`src/rtl/core/twtd_pkg.sv`:
```
// Shared types, codes and widths for the tree wave termination detector.
package twtd_pkg;

    localparam int ARITY_DEF     = 4;
    localparam int MAX_NODES_DEF = 1024;

    localparam int NODE_W    = 10;
    localparam int COUNT_W   = 11;
    localparam int TOT_W     = 32;
    localparam int KID_W     = 4;
    localparam int BEAT_W    = 3;
    localparam int MAX_BEATS = 5;
    localparam int Q_DEPTH   = 4;

    localparam logic [2:0] MODE_START    = 3'd0;
    localparam logic [2:0] MODE_CONTROL  = 3'd1;
    localparam logic [2:0] MODE_RESPONSE = 3'd2;
    localparam logic [2:0] MODE_SEND     = 3'd3;
    localparam logic [2:0] MODE_RECV     = 3'd4;
    localparam logic [2:0] MODE_TERM     = 3'd5;

    localparam logic CFG_NODE_INDEX = 1'b0;
    localparam logic CFG_NODE_COUNT = 1'b1;

    typedef enum logic [2:0] {
        OP_NONE,
        OP_START,
        OP_CONTROL,
        OP_RESPONSE,
        OP_SEND,
        OP_RECV,
        OP_TERM
    } op_t;

    typedef enum logic [1:0] {
        KIND_CONTROL   = 2'd0,
        KIND_RESPONSE  = 2'd1,
        KIND_TERMINATE = 2'd2,
        KIND_DONE      = 2'd3
    } kind_t;

    typedef struct packed {
        op_t              op;
        logic [TOT_W-1:0] child_sent;
        logic [TOT_W-1:0] child_recv;
    } item_t;

    typedef struct packed {
        logic              root;
        logic              single;
        logic [NODE_W-1:0] self;
        logic [NODE_W-1:0] parent;
        logic [NODE_W-1:0] first_child;
        logic [KID_W-1:0]  nkids;
    } topo_t;

endpackage

```
`src/rtl/core/twtd_front.sv`:
```
// Front end: accepts input beats and classifies them into operations.
module twtd_front
    import twtd_pkg::*;
(
    input  logic             in_valid,
    input  logic [2:0]       mode,
    input  logic [TOT_W-1:0] child_sent,
    input  logic [TOT_W-1:0] child_recv,
    input  logic             q_full,
    output logic             in_stall,
    output logic             push,
    output item_t            push_item
);

    op_t op;

    always_comb
    begin
        unique case (mode)
            MODE_START:    op = OP_START;
            MODE_CONTROL:  op = OP_CONTROL;
            MODE_RESPONSE: op = OP_RESPONSE;
            MODE_SEND:     op = OP_SEND;
            MODE_RECV:     op = OP_RECV;
            MODE_TERM:     op = OP_TERM;
            default:       op = OP_NONE;
        endcase
    end

    // drop unused modes here, they cause nothing
    assign in_stall  = q_full;
    assign push      = in_valid && !q_full && (op != OP_NONE);
    assign push_item = item_t'{op: op, child_sent: child_sent, child_recv: child_recv};

endmodule

```
`src/rtl/core/twtd_queue.sv`:
```
// Short FIFO of classified operations between front and back.
module twtd_queue
    import twtd_pkg::*;
(
    input  logic  clk,
    input  logic  rst_n,
    input  logic  push,
    input  item_t push_item,
    input  logic  pop,
    output logic  full,
    output logic  valid,
    output item_t head
);

    localparam int PTR_W = (Q_DEPTH > 1) ? $clog2(Q_DEPTH) : 1;
    localparam int QC_W  = $clog2(Q_DEPTH + 1);

    item_t             mem_reg [Q_DEPTH];
    logic [PTR_W-1:0]  wr_ptr_reg, wr_ptr_next;
    logic [PTR_W-1:0]  rd_ptr_reg, rd_ptr_next;
    logic [QC_W-1:0]   count_reg, count_next;

    function automatic logic [PTR_W-1:0] bump(input logic [PTR_W-1:0] p);
        return (p == PTR_W'(Q_DEPTH - 1)) ? '0 : p + PTR_W'(1);
    endfunction

    always_comb
    begin
        wr_ptr_next = push ? bump(wr_ptr_reg) : wr_ptr_reg;
        rd_ptr_next = pop ? bump(rd_ptr_reg) : rd_ptr_reg;
        unique case ({push, pop})
            2'b10:   count_next = count_reg + QC_W'(1);
            2'b01:   count_next = count_reg - QC_W'(1);
            default: count_next = count_reg;
        endcase
    end

    always_ff @(posedge clk or negedge rst_n)
    begin
        if (!rst_n)
        begin
            wr_ptr_reg <= '0;
            rd_ptr_reg <= '0;
            count_reg  <= '0;
        end
        else
        begin
            wr_ptr_reg <= wr_ptr_next;
            rd_ptr_reg <= rd_ptr_next;
            count_reg  <= count_next;
        end
    end

    always_ff @(posedge clk)
    begin
        if (push)
        begin
            mem_reg[wr_ptr_reg] <= push_item;
        end
    end

    assign full  = (count_reg == QC_W'(Q_DEPTH));
    assign valid = (count_reg != '0);
    assign head  = mem_reg[rd_ptr_reg];

    a_no_overflow: assert property (@(posedge clk) disable iff (!rst_n)
        push |-> !full)
        else $error("queue push while full");

    a_no_underflow: assert property (@(posedge clk) disable iff (!rst_n)
        pop |-> valid)
        else $error("queue pop while empty");

endmodule

```
`src/rtl/core/twtd_topo.sv`:
```
// Configuration registers and derived tree position (parent, children).
module twtd_topo
    import twtd_pkg::*;
#(
    parameter int ARITY     = ARITY_DEF,
    parameter int MAX_NODES = MAX_NODES_DEF
)
(
    input  logic               clk,
    input  logic               rst_n,
    input  logic               cfg_valid,
    input  logic               cfg_index,
    input  logic [COUNT_W-1:0] cfg_data,
    output logic               cfg_ready,
    output topo_t              topo
);

    localparam int FC_W        = NODE_W + $clog2(ARITY + 1);
    localparam int CAP         = (MAX_NODES < (2**COUNT_W - 1)) ? MAX_NODES : (2**COUNT_W - 1);
    localparam int RECIP_SHIFT = 2 * NODE_W;
    localparam int RECIP       = (2**RECIP_SHIFT + ARITY - 1) / ARITY;
    localparam int PROD_W      = 3 * NODE_W;

    logic [NODE_W-1:0]  node_index_reg, node_index_next;
    logic [COUNT_W-1:0] node_count_reg, node_count_next;
    topo_t              topo_reg, topo_next;

    logic [COUNT_W-1:0] eff;
    logic [FC_W-1:0]    fc_full;
    logic [FC_W-1:0]    eff_w;
    logic [FC_W-1:0]    spare;
    logic [NODE_W-1:0]  idx_m1;
    logic [PROD_W-1:0]  prod;

    always_comb
    begin
        node_index_next = node_index_reg;
        node_count_next = node_count_reg;
        if (cfg_valid)
        begin
            unique case (cfg_index)
                CFG_NODE_INDEX: node_index_next = cfg_data[NODE_W-1:0];
                CFG_NODE_COUNT: node_count_next = cfg_data;
                default:        node_count_next = node_count_reg;
            endcase
        end
    end

    always_comb
    begin
        if (node_count_reg == '0)
            eff = COUNT_W'(1);
        else if (node_count_reg > COUNT_W'(CAP))
            eff = COUNT_W'(CAP);
        else
            eff = node_count_reg;

        fc_full = FC_W'(node_index_reg) * FC_W'(ARITY) + FC_W'(1);
        eff_w   = FC_W'(eff);
        spare   = (eff_w > fc_full) ? (eff_w - fc_full) : '0;

        // parent by reciprocal multiply, exact for every 10-bit index
        idx_m1 = node_index_reg - NODE_W'(1);
        prod   = PROD_W'(idx_m1) * PROD_W'(RECIP);

        topo_next.root        = (node_index_reg == '0);
        topo_next.single      = (eff == COUNT_W'(1));
        topo_next.self        = node_index_reg;
        topo_next.parent      = prod[RECIP_SHIFT +: NODE_W];
        topo_next.first_child = fc_full[NODE_W-1:0];
        topo_next.nkids       = (spare > FC_W'(ARITY)) ? KID_W'(ARITY) : spare[KID_W-1:0];
    end

    always_ff @(posedge clk or negedge rst_n)
    begin
        if (!rst_n)
        begin
            node_index_reg       <= '0;
            node_count_reg       <= COUNT_W'(1);
            topo_reg.root        <= 1'b1;
            topo_reg.single      <= 1'b1;
            topo_reg.self        <= '0;
            topo_reg.parent      <= '0;
            topo_reg.first_child <= NODE_W'(1);
            topo_reg.nkids       <= '0;
        end
        else
        begin
            node_index_reg <= node_index_next;
            node_count_reg <= node_count_next;
            topo_reg       <= topo_next;
        end
    end

    assign cfg_ready = 1'b1;
    assign topo      = topo_reg;

    a_kids_bound: assert property (@(posedge clk) disable iff (!rst_n)
        topo_reg.nkids <= KID_W'(ARITY))
        else $error("child count above arity");

    a_single_leaf: assert property (@(posedge clk) disable iff (!rst_n)
        topo_reg.single |-> (topo_reg.nkids == '0))
        else $error("single node with children");

endmodule

```
`src/rtl/core/twtd_back.sv`:
```
// Back end: counters, wave accounting and burst sequencer with output register.
module twtd_back
    import twtd_pkg::*;
(
    input  logic              clk,
    input  logic              rst_n,
    input  topo_t             topo,
    input  logic              q_valid,
    input  item_t             q_item,
    output logic              pop,
    input  logic              out_stall,
    output logic              out_valid,
    output logic [1:0]        kind,
    output logic [NODE_W-1:0] dest_node,
    output logic [TOT_W-1:0]  total_sent,
    output logic [TOT_W-1:0]  total_recv,
    output logic              last
);

    localparam int KN_W = KID_W + 1;

    typedef enum logic [1:0] {
        ST_IDLE,
        ST_CHECK,
        ST_BURST
    } state_t;

    typedef enum logic [1:0] {
        LOAD_NONE,
        LOAD_CTL,
        LOAD_TERM,
        LOAD_RESP
    } load_t;

    state_t             state_reg, state_next;
    logic [TOT_W-1:0]   local_sent_reg, local_sent_next;
    logic [TOT_W-1:0]   local_recv_reg, local_recv_next;
    logic [TOT_W-1:0]   wave_sent_reg, wave_sent_next;
    logic [TOT_W-1:0]   wave_recv_reg, wave_recv_next;
    logic [TOT_W-1:0]   prior_sent_reg, prior_sent_next;
    logic [TOT_W-1:0]   prior_recv_reg, prior_recv_next;
    logic [KID_W-1:0]   pend_reg, pend_next;
    logic               done_reg, done_next;

    logic               head_reg, head_next;
    kind_t              head_kind_reg, head_kind_next;
    logic [NODE_W-1:0]  head_dest_reg, head_dest_next;
    logic [TOT_W-1:0]   head_sent_reg, head_sent_next;
    logic [TOT_W-1:0]   head_recv_reg, head_recv_next;
    kind_t              kid_kind_reg, kid_kind_next;
    logic [NODE_W-1:0]  kid_dest_reg, kid_dest_next;
    logic [BEAT_W-1:0]  beats_reg, beats_next;

    logic               out_valid_reg, out_valid_next;
    kind_t              kind_reg, kind_next;
    logic [NODE_W-1:0]  dest_reg, dest_next;
    logic [TOT_W-1:0]   sent_out_reg, sent_out_next;
    logic [TOT_W-1:0]   recv_out_reg, recv_out_next;
    logic               last_reg, last_next;

    load_t              sel;
    logic [TOT_W-1:0]   ws, wr;
    logic [TOT_W-1:0]   resp_sent, resp_recv;
    logic               hit;
    logic [BEAT_W-1:0]  ctl_beats, term_beats;

    function automatic logic [TOT_W-1:0] sat_add(input logic [TOT_W-1:0] a,
                                                 input logic [TOT_W-1:0] b);
        logic [TOT_W:0] s;
        s = {1'b0, a} + {1'b0, b};
        return s[TOT_W] ? '1 : s[TOT_W-1:0];
    endfunction

    function automatic logic [BEAT_W-1:0] cap_beats(input logic [KN_W-1:0] n);
        return (n > KN_W'(MAX_BEATS)) ? BEAT_W'(MAX_BEATS) : n[BEAT_W-1:0];
    endfunction

    always_comb
    begin
        state_next      = state_reg;
        local_sent_next = local_sent_reg;
        local_recv_next = local_recv_reg;
        wave_sent_next  = wave_sent_reg;
        wave_recv_next  = wave_recv_reg;
        prior_sent_next = prior_sent_reg;
        prior_recv_next = prior_recv_reg;
        pend_next       = pend_reg;
        done_next       = done_reg;
        head_next       = head_reg;
        head_kind_next  = head_kind_reg;
        head_dest_next  = head_dest_reg;
        head_sent_next  = head_sent_reg;
        head_recv_next  = head_recv_reg;
        kid_kind_next   = kid_kind_reg;
        kid_dest_next   = kid_dest_reg;
        beats_next      = beats_reg;
        out_valid_next  = out_valid_reg && out_stall;
        kind_next       = kind_reg;
        dest_next       = dest_reg;
        sent_out_next   = sent_out_reg;
        recv_out_next   = recv_out_reg;
        last_next       = last_reg;
        pop             = 1'b0;
        sel             = LOAD_NONE;
        resp_sent       = local_sent_reg;
        resp_recv       = local_recv_reg;

        ws         = sat_add(wave_sent_reg, local_sent_reg);
        wr         = sat_add(wave_recv_reg, local_recv_reg);
        hit        = (ws == wr) && (prior_sent_reg == prior_recv_reg) &&
                     (ws == prior_sent_reg) && (ws != '0);
        ctl_beats  = cap_beats({1'b0, topo.nkids});
        term_beats = cap_beats({1'b0, topo.nkids} + KN_W'(1));

        unique case (state_reg)
            ST_IDLE:
            begin
                if (q_valid)
                begin
                    pop = 1'b1;
                    unique case (q_item.op)
                        OP_START:
                        begin
                            if (topo.root)
                            begin
                                pend_next = topo.nkids;
                                if (topo.single)
                                    state_next = ST_CHECK;
                                else
                                    sel = LOAD_CTL;
                            end
                        end
                        OP_CONTROL:
                        begin
                            if (topo.nkids != '0)
                            begin
                                pend_next = topo.nkids;
                                sel       = LOAD_CTL;
                            end
                            else if (!topo.root)
                            begin
                                pend_next = '0;
                                sel       = LOAD_RESP;
                            end
                        end
                        OP_RESPONSE:
                        begin
                            if (pend_reg != '0)
                            begin
                                wave_sent_next = sat_add(wave_sent_reg, q_item.child_sent);
                                wave_recv_next = sat_add(wave_recv_reg, q_item.child_recv);
                                pend_next      = pend_reg - KID_W'(1);
                                if (pend_reg == KID_W'(1))
                                    state_next = ST_CHECK;
                            end
                        end
                        OP_SEND:
                        begin
                            if (!done_reg)
                                local_sent_next = sat_add(local_sent_reg, TOT_W'(1));
                        end
                        OP_RECV:
                        begin
                            if (!done_reg)
                                local_recv_next = sat_add(local_recv_reg, TOT_W'(1));
                        end
                        OP_TERM:
                        begin
                            done_next = 1'b1;
                            sel       = LOAD_TERM;
                        end
                        OP_NONE:
                        begin
                            pop = 1'b1;
                        end
                        default:
                        begin
                            pop = 1'b1;
                        end
                    endcase
                end
            end
            ST_CHECK:
            begin
                state_next = ST_IDLE;
                if (topo.root)
                begin
                    if (hit)
                    begin
                        done_next      = 1'b1;
                        wave_sent_next = ws;
                        wave_recv_next = wr;
                        sel            = LOAD_TERM;
                    end
                    else
                    begin
                        prior_sent_next = ws;
                        prior_recv_next = wr;
                        wave_sent_next  = '0;
                        wave_recv_next  = '0;
                        if (!topo.single)
                        begin
                            pend_next = topo.nkids;
                            sel       = LOAD_CTL;
                        end
                    end
                end
                else
                begin
                    resp_sent      = ws;
                    resp_recv      = wr;
                    wave_sent_next = '0;
                    wave_recv_next = '0;
                    pend_next      = topo.nkids;
                    sel            = LOAD_RESP;
                end
            end
            ST_BURST:
            begin
                if (!out_valid_reg || !out_stall)
                begin
                    out_valid_next = 1'b1;
                    if (head_reg)
                    begin
                        kind_next     = head_kind_reg;
                        dest_next     = head_dest_reg;
                        sent_out_next = head_sent_reg;
                        recv_out_next = head_recv_reg;
                        head_next     = 1'b0;
                    end
                    else
                    begin
                        kind_next     = kid_kind_reg;
                        dest_next     = kid_dest_reg;
                        sent_out_next = '0;
                        recv_out_next = '0;
                        kid_dest_next = kid_dest_reg + NODE_W'(1);
                    end
                    last_next  = (beats_reg == BEAT_W'(1));
                    beats_next = beats_reg - BEAT_W'(1);
                    if (beats_reg == BEAT_W'(1))
                        state_next = ST_IDLE;
                end
            end
            default:
            begin
                state_next = ST_IDLE;
            end
        endcase

        unique case (sel)
            LOAD_CTL:
            begin
                head_next     = 1'b0;
                kid_kind_next = KIND_CONTROL;
                kid_dest_next = topo.first_child;
                beats_next    = ctl_beats;
            end
            LOAD_TERM:
            begin
                head_next      = 1'b1;
                head_kind_next = KIND_DONE;
                head_dest_next = topo.self;
                head_sent_next = '0;
                head_recv_next = '0;
                kid_kind_next  = KIND_TERMINATE;
                kid_dest_next  = topo.first_child;
                beats_next     = term_beats;
            end
            LOAD_RESP:
            begin
                head_next      = 1'b1;
                head_kind_next = KIND_RESPONSE;
                head_dest_next = topo.parent;
                head_sent_next = resp_sent;
                head_recv_next = resp_recv;
                beats_next     = BEAT_W'(1);
            end
            default:
            begin
                beats_next = beats_next;
            end
        endcase

        if (sel != LOAD_NONE)
            state_next = (beats_next != '0) ? ST_BURST : ST_IDLE;
    end

    always_ff @(posedge clk or negedge rst_n)
    begin
        if (!rst_n)
        begin
            state_reg      <= ST_IDLE;
            local_sent_reg <= '0;
            local_recv_reg <= '0;
            wave_sent_reg  <= '0;
            wave_recv_reg  <= '0;
            prior_sent_reg <= '0;
            prior_recv_reg <= '0;
            pend_reg       <= '0;
            done_reg       <= 1'b0;
            head_reg       <= 1'b0;
            head_kind_reg  <= KIND_CONTROL;
            head_dest_reg  <= '0;
            head_sent_reg  <= '0;
            head_recv_reg  <= '0;
            kid_kind_reg   <= KIND_CONTROL;
            kid_dest_reg   <= '0;
            beats_reg      <= '0;
            out_valid_reg  <= 1'b0;
            kind_reg       <= KIND_CONTROL;
            dest_reg       <= '0;
            sent_out_reg   <= '0;
            recv_out_reg   <= '0;
            last_reg       <= 1'b0;
        end
        else
        begin
            state_reg      <= state_next;
            local_sent_reg <= local_sent_next;
            local_recv_reg <= local_recv_next;
            wave_sent_reg  <= wave_sent_next;
            wave_recv_reg  <= wave_recv_next;
            prior_sent_reg <= prior_sent_next;
            prior_recv_reg <= prior_recv_next;
            pend_reg       <= pend_next;
            done_reg       <= done_next;
            head_reg       <= head_next;
            head_kind_reg  <= head_kind_next;
            head_dest_reg  <= head_dest_next;
            head_sent_reg  <= head_sent_next;
            head_recv_reg  <= head_recv_next;
            kid_kind_reg   <= kid_kind_next;
            kid_dest_reg   <= kid_dest_next;
            beats_reg      <= beats_next;
            out_valid_reg  <= out_valid_next;
            kind_reg       <= kind_next;
            dest_reg       <= dest_next;
            sent_out_reg   <= sent_out_next;
            recv_out_reg   <= recv_out_next;
            last_reg       <= last_next;
        end
    end

    assign out_valid  = out_valid_reg;
    assign kind       = kind_reg;
    assign dest_node  = dest_reg;
    assign total_sent = sent_out_reg;
    assign total_recv = recv_out_reg;
    assign last       = last_reg;

    a_burst_nonempty: assert property (@(posedge clk) disable iff (!rst_n)
        (state_reg == ST_BURST) |-> (beats_reg != '0))
        else $error("burst with no beats left");

    a_check_settled: assert property (@(posedge clk) disable iff (!rst_n)
        (state_reg == ST_CHECK) |-> (pend_reg == '0))
        else $error("wave check with responses outstanding");

    a_done_sticky: assert property (@(posedge clk) disable iff (!rst_n)
        done_reg |=> done_reg)
        else $error("terminated flag cleared");

endmodule

```
`src/rtl/core/tree_wave_termination_detector_core.sv`:
```
// Top level of one node of the tree wave termination detector.
// Path: a result beat passes the queue, the back end sequencer and the output register;
// a beat that closes a wave also passes the wave check on the last child response.
// Throughput: one input beat per cycle for counting notices unless in_stall is high;
// an item with results holds the back end while its result beats go out and during a wave check.
// Reset: rst_n clears all counters, the terminated flag, the queue and the output register.
module tree_wave_termination_detector_core
    import twtd_pkg::*;
#(
    parameter int ARITY     = ARITY_DEF,
    parameter int MAX_NODES = MAX_NODES_DEF
)
(
    input  logic               clk,
    input  logic               rst_n,
    input  logic               in_valid,
    output logic               in_stall,
    input  logic [2:0]         mode,
    input  logic [TOT_W-1:0]   child_sent,
    input  logic [TOT_W-1:0]   child_recv,
    output logic               out_valid,
    input  logic               out_stall,
    output logic [1:0]         kind,
    output logic [NODE_W-1:0]  dest_node,
    output logic [TOT_W-1:0]   total_sent,
    output logic [TOT_W-1:0]   total_recv,
    output logic               last,
    input  logic               cfg_valid,
    output logic               cfg_ready,
    input  logic               cfg_index,
    input  logic [COUNT_W-1:0] cfg_data
);

    logic  q_full;
    logic  q_valid;
    logic  push;
    logic  pop;
    item_t push_item;
    item_t q_item;
    topo_t topo;

    twtd_topo #(
        .ARITY     (ARITY),
        .MAX_NODES (MAX_NODES)
    ) u_topo (
        .clk       (clk),
        .rst_n     (rst_n),
        .cfg_valid (cfg_valid),
        .cfg_index (cfg_index),
        .cfg_data  (cfg_data),
        .cfg_ready (cfg_ready),
        .topo      (topo)
    );

    twtd_front u_front (
        .in_valid   (in_valid),
        .mode       (mode),
        .child_sent (child_sent),
        .child_recv (child_recv),
        .q_full     (q_full),
        .in_stall   (in_stall),
        .push       (push),
        .push_item  (push_item)
    );

    twtd_queue u_queue (
        .clk       (clk),
        .rst_n     (rst_n),
        .push      (push),
        .push_item (push_item),
        .pop       (pop),
        .full      (q_full),
        .valid     (q_valid),
        .head      (q_item)
    );

    twtd_back u_back (
        .clk        (clk),
        .rst_n      (rst_n),
        .topo       (topo),
        .q_valid    (q_valid),
        .q_item     (q_item),
        .pop        (pop),
        .out_stall  (out_stall),
        .out_valid  (out_valid),
        .kind       (kind),
        .dest_node  (dest_node),
        .total_sent (total_sent),
        .total_recv (total_recv),
        .last       (last)
    );

endmodule
```
`config.mk`:
```
export PLATFORM = sky130hd
export DESIGN_NAME = tree_wave_termination_detector_core
export DESIGN_NICKNAME = d
export VERILOG_FILES = /design/src/rtl/core/twtd_pkg.sv /design/src/rtl/core/twtd_front.sv /design/src/rtl/core/twtd_queue.sv /design/src/rtl/core/twtd_topo.sv /design/src/rtl/core/twtd_back.sv /design/src/rtl/core/tree_wave_termination_detector_core.sv
export SDC_FILE = /design/constraint.sdc
export NUM_CORES = 2
export LEC_CHECK = 0
export ABC_CLOCK_PERIOD_IN_PS = 10600
export BUFFER_PORTS_ARGS = -buffer_cell sky130_fd_sc_hd__buf_4
export CORE_MARGIN = 10
export CORE_UTILIZATION = 45
export CTS_CLUSTER_DIAMETER = 40
export DETAILED_ROUTE_END_ITERATION = 16
export PLACE_DENSITY = 0.64
export SLEW_MARGIN = 0
export SYNTH_ARGS = -nofsm -noshare
export SYNTH_HDL_FRONTEND = slang
export SYNTH_HIERARCHICAL = 1
export SYNTH_SLANG_ARGS = --single-unit
```
`constraint.sdc`:
```
create_clock -name clk -period 10.6 [get_ports clk]
set_input_delay 0.53 -clock clk [delete_from_list [all_inputs] [get_ports clk]]
set_output_delay 0.53 -clock clk [all_outputs]
set_load 0.05 [all_outputs]
```
==> run summary <==
Status = finished, final reports clean
Dpl cell area = 0.03948 mm2
Crit end category = flip-flop
Ports = 164
Dominant cells by area after synthesis = dfrtp_1 28%, edfxtp_1 21%, a21oi_1 5.3%, ha_1 5.3%, nand2_1 4.2%
FP Rows = 106
CTS Buffer Depth = 3
Worst-path clk slew = 0.06 ns
CTS tree = done
Avg Cell Area, Syn = 10.40 um2
Post-CTS Hold Fix Bufs = 2
Worst EP required = 11.16 ns
Later-pin clock latency in the skew report = 0.69 ns
IO buf count = 162
CP Max Fanout = 49
Yosys warning count = 6
Most used flip-flop cell after synthesis = dfrtp_1
Layout net count = 3946
Critical path class = reg -> reg
Core footprint = 0.08356 mm2
Max-cap violations = 0
Highest clock rate = 0.1220 GHz
Crit-path max cell delay = 0.94 ns
Final GP Congestion = 0.9558
Leak = 0.01868 uW
Slew @ Worst Pin = 1.161 ns
Unique masters post-synth = 96
GR Util All Layers = 22.67%
Biggest area consumer among synthesized cells = dfrtp_1
# DRC = 0
Cts bufs inserted = 100
Most frequent cell after synthesis = nand2_1
Die Ht = 310.0 um
Hold Crit Class = in -> reg
Post-DP HPWL = 80.70 mm
Share of layout cells above drive strength 1 = 14.16%
Largest net degree at the start of global routing = 141
Cell count after placement = 4672
Final setup viols = 0
Seq cells post-synth = 688
CP max-delay cell = ha_1
Minimum clock period = 8.195 ns
Initial antenna violation count = 5
Via count = 28790
Non-filler instance count after layout = 4865
Pre-CTS WS = 2.569 ns
Asr flop ratio synth = 61.05%
Vias in the first global route = 27600
Worst path arrival time = 8.75 ns
Initial Utilization = 45.30%
Largest register FFs = 268
List of most frequent post-synthesis cells = 422 x nand2_1, 417 x dfrtp_1, 404 x a21oi_1, 268 x edfxtp_1, 234 x o21ai_0
RSZ-0062 raised after global routing = no
Pwr/cell area = 268.4 mW/mm2
H-tree Lvls = 3
Slew Limit Headroom = 22.59%
Global-route wire length before repair = 170.0 mm
Setup_tns = 0 ns
Resize count post-CTS = 0
Critical Path, Cell by Cell = ha_1 -> a21o_1 -> a31o_2 -> a221oi_1 -> and2_1 -> nand2_1 -> buf_4 -> nor2_1 -> o221ai_1 -> a211o_1 -> or4_4 -> nor4_4 -> o2111ai_4 -> a211oi_1 -> ha_1 -> nor2_4 -> buf_4 -> a22o_1
Total Power = 11570 uW
Worst setup margin = 2.405 ns
Cell area after synthesis = 0.03785 mm2
Vias/cell = 5.918
Max-slew violation count = 0
Clock root buffer = clkbuf_16
Full die area = 0.09611 mm2
Synth top area share = 27.57%
Mapped Cells = 3638
Critical Path Source Type = flip-flop
Die W = 310.0 um
Total grt overflow = 0
Hold Fails Final Rpt = 0
Drt pass-1 iters = 5
Worst vdd ir = 0.1618 mV
Finished Cell Area = 0.04310 mm2
Iteration-0 DRC Markers = 2832
Post-synth EDFFs = 268
Post-Route WL = 110.3 mm
Post-synthesis sequential area ratio = 49.04%
Clock skew = 0.07342 ns
Fill count = 7497
Final period util = 77.31%
CTS sink cnt = 688
# Post-CTS Setup Buffers = 0
Remaining antenna violation count after routing = 0
Area delta synth->final = 13.88%
Routed len/inst = 22.68 um
worst max-delay path: cells and delay by family (launching register included):
| kind | cells | cell delay (ns) |
|---|---|---|
| simple gates | 6 | 2.82 |
| flops | 1 | 0.45 |
| buf+inv | 2 | 0.70 |
| compound gates | 8 | 2.73 |
| fa+ha+maj | 2 | 1.35 |
layout make-up:
type / count / area, um2 / area share (%)
antenna: 1 / 2.502 / 0.005806
clock buffer: 117 / 2628 / 6.096
clock inverter: 73 / 972.2 / 2.256
inverter: 74 / 277.8 / 0.6444
multi-input combinational: 2623 / 17710 / 41.09
sequential: 688 / 18570 / 43.08
tap: 1080 / 1351 / 3.135
timing repair buffer: 209 / 1594 / 3.698
stage by stage:
| stage | hold slack, ns | utilization, % |
|---|---|---|
| 3_5_place_dp | 0.3971 | 47.25 |
| 5_1_grt | 0.006711 | 51.58 |
| 4_1_cts | 0.002410 | 51.58 |
| 2_1_floorplan | 0.2344 | - |
| 6_report | 0.04288 | 51.58 |
| 3_3_place_gp | 0.4034 | 47.25 |
logic make-up after synthesis:
group / count (synthesis) / synth area share (%)
AOI/OAI and AO/OA: 1006 / 16.19
muxes: 136 / 5.917
buffers and inverters: 331 / 4.390
other: 2 / 0.01984
and+or+nand+nor: 1097 / 13.86
xor gates and xnor gates: 212 / 4.992
adders and majority gates: 166 / 5.587
DFF: 688 / 49.04
routing by layer:
| layer | vias to the layer above | global-route usage [%] | part of all wire, % |
|---|---|---|---|
| met5 | - | 0 | 0.021 |
| met4 | 4 | 6.061 | 2.6 |
| met3 | 167 | 4.622 | 9.0 |
| met2 | 1093 | 33.08 | 43 |
| met1 | 14040 | 33.83 | 46 |
| li1 | 13490 | - | - |
worst paths after layout:
| kind | from | end | slack, ns | cells past startpoint |
|---|---|---|---|---|
| max reg2reg | u_back/local_sent_reg[25] | u_back/head_sent_reg[26] | 2.40 | 18 |
| min in group asynchronous | rst_n | u_back/dest_node[7] | 0.51 | 2 |
| min | child_recv[5] | u_queue/mem_reg[3][5] | 0.04 | 1 |
| max | u_back/local_sent_reg[25] | u_back/head_sent_reg[26] | 2.40 | 18 |
| min reg2reg | u_topo/node_index_reg[1] | u_topo/topo[25] | 0.40 | 0 |
| max in group asynchronous | rst_n | u_back/prior_sent_reg[1] | 7.84 | 4 |
placed cells by master (no fill, tap or decap), drive strengths merged, types with 12 or more instances in the layout:
| cell | netlist | final |
|---|---|---|
| o21ai | 251 | 251 |
| inv | 74 | 99 |
| mux2 | 32 | 32 |
| or3 | 18 | 18 |
| o21bai | 15 | 15 |
| nand4 | 47 | 47 |
| o31ai | 12 | 12 |
| xnor2 | 81 | 81 |
| nor3 | 44 | 44 |
| o211ai | 19 | 19 |
| nor2 | 192 | 192 |
| clkbuf | 131 | 117 |
| and4 | 12 | 12 |
| o21a | 20 | 20 |
| nand2 | 422 | 422 |
| nor4 | 27 | 27 |
| buf | 126 | 207 |
| nor2b | 30 | 30 |
| a21o | 49 | 49 |
| nand2b | 33 | 33 |
| a31oi | 40 | 40 |
| ha | 161 | 161 |
| dfrtp | 417 | 417 |
| bufinv | 0 | 13 |
| a21oi | 405 | 405 |
| a22o | 49 | 49 |
| mux2i | 37 | 37 |
| mux4 | 67 | 67 |
| a211oi | 32 | 32 |
| nand3 | 137 | 137 |
| clkinv | 0 | 29 |
| xor2 | 130 | 130 |
| and3 | 50 | 50 |
| and2 | 27 | 27 |
| edfxtp | 268 | 268 |
power breakdown:
| group | switching, uW | internal, uW |
|---|---|---|
| Combinational | 2810 | 1720 |
| Sequential | 369 | 3180 |
| Clock | 1340 | 2150 |
Note: power is estimated with default switching activity, not from simulation.
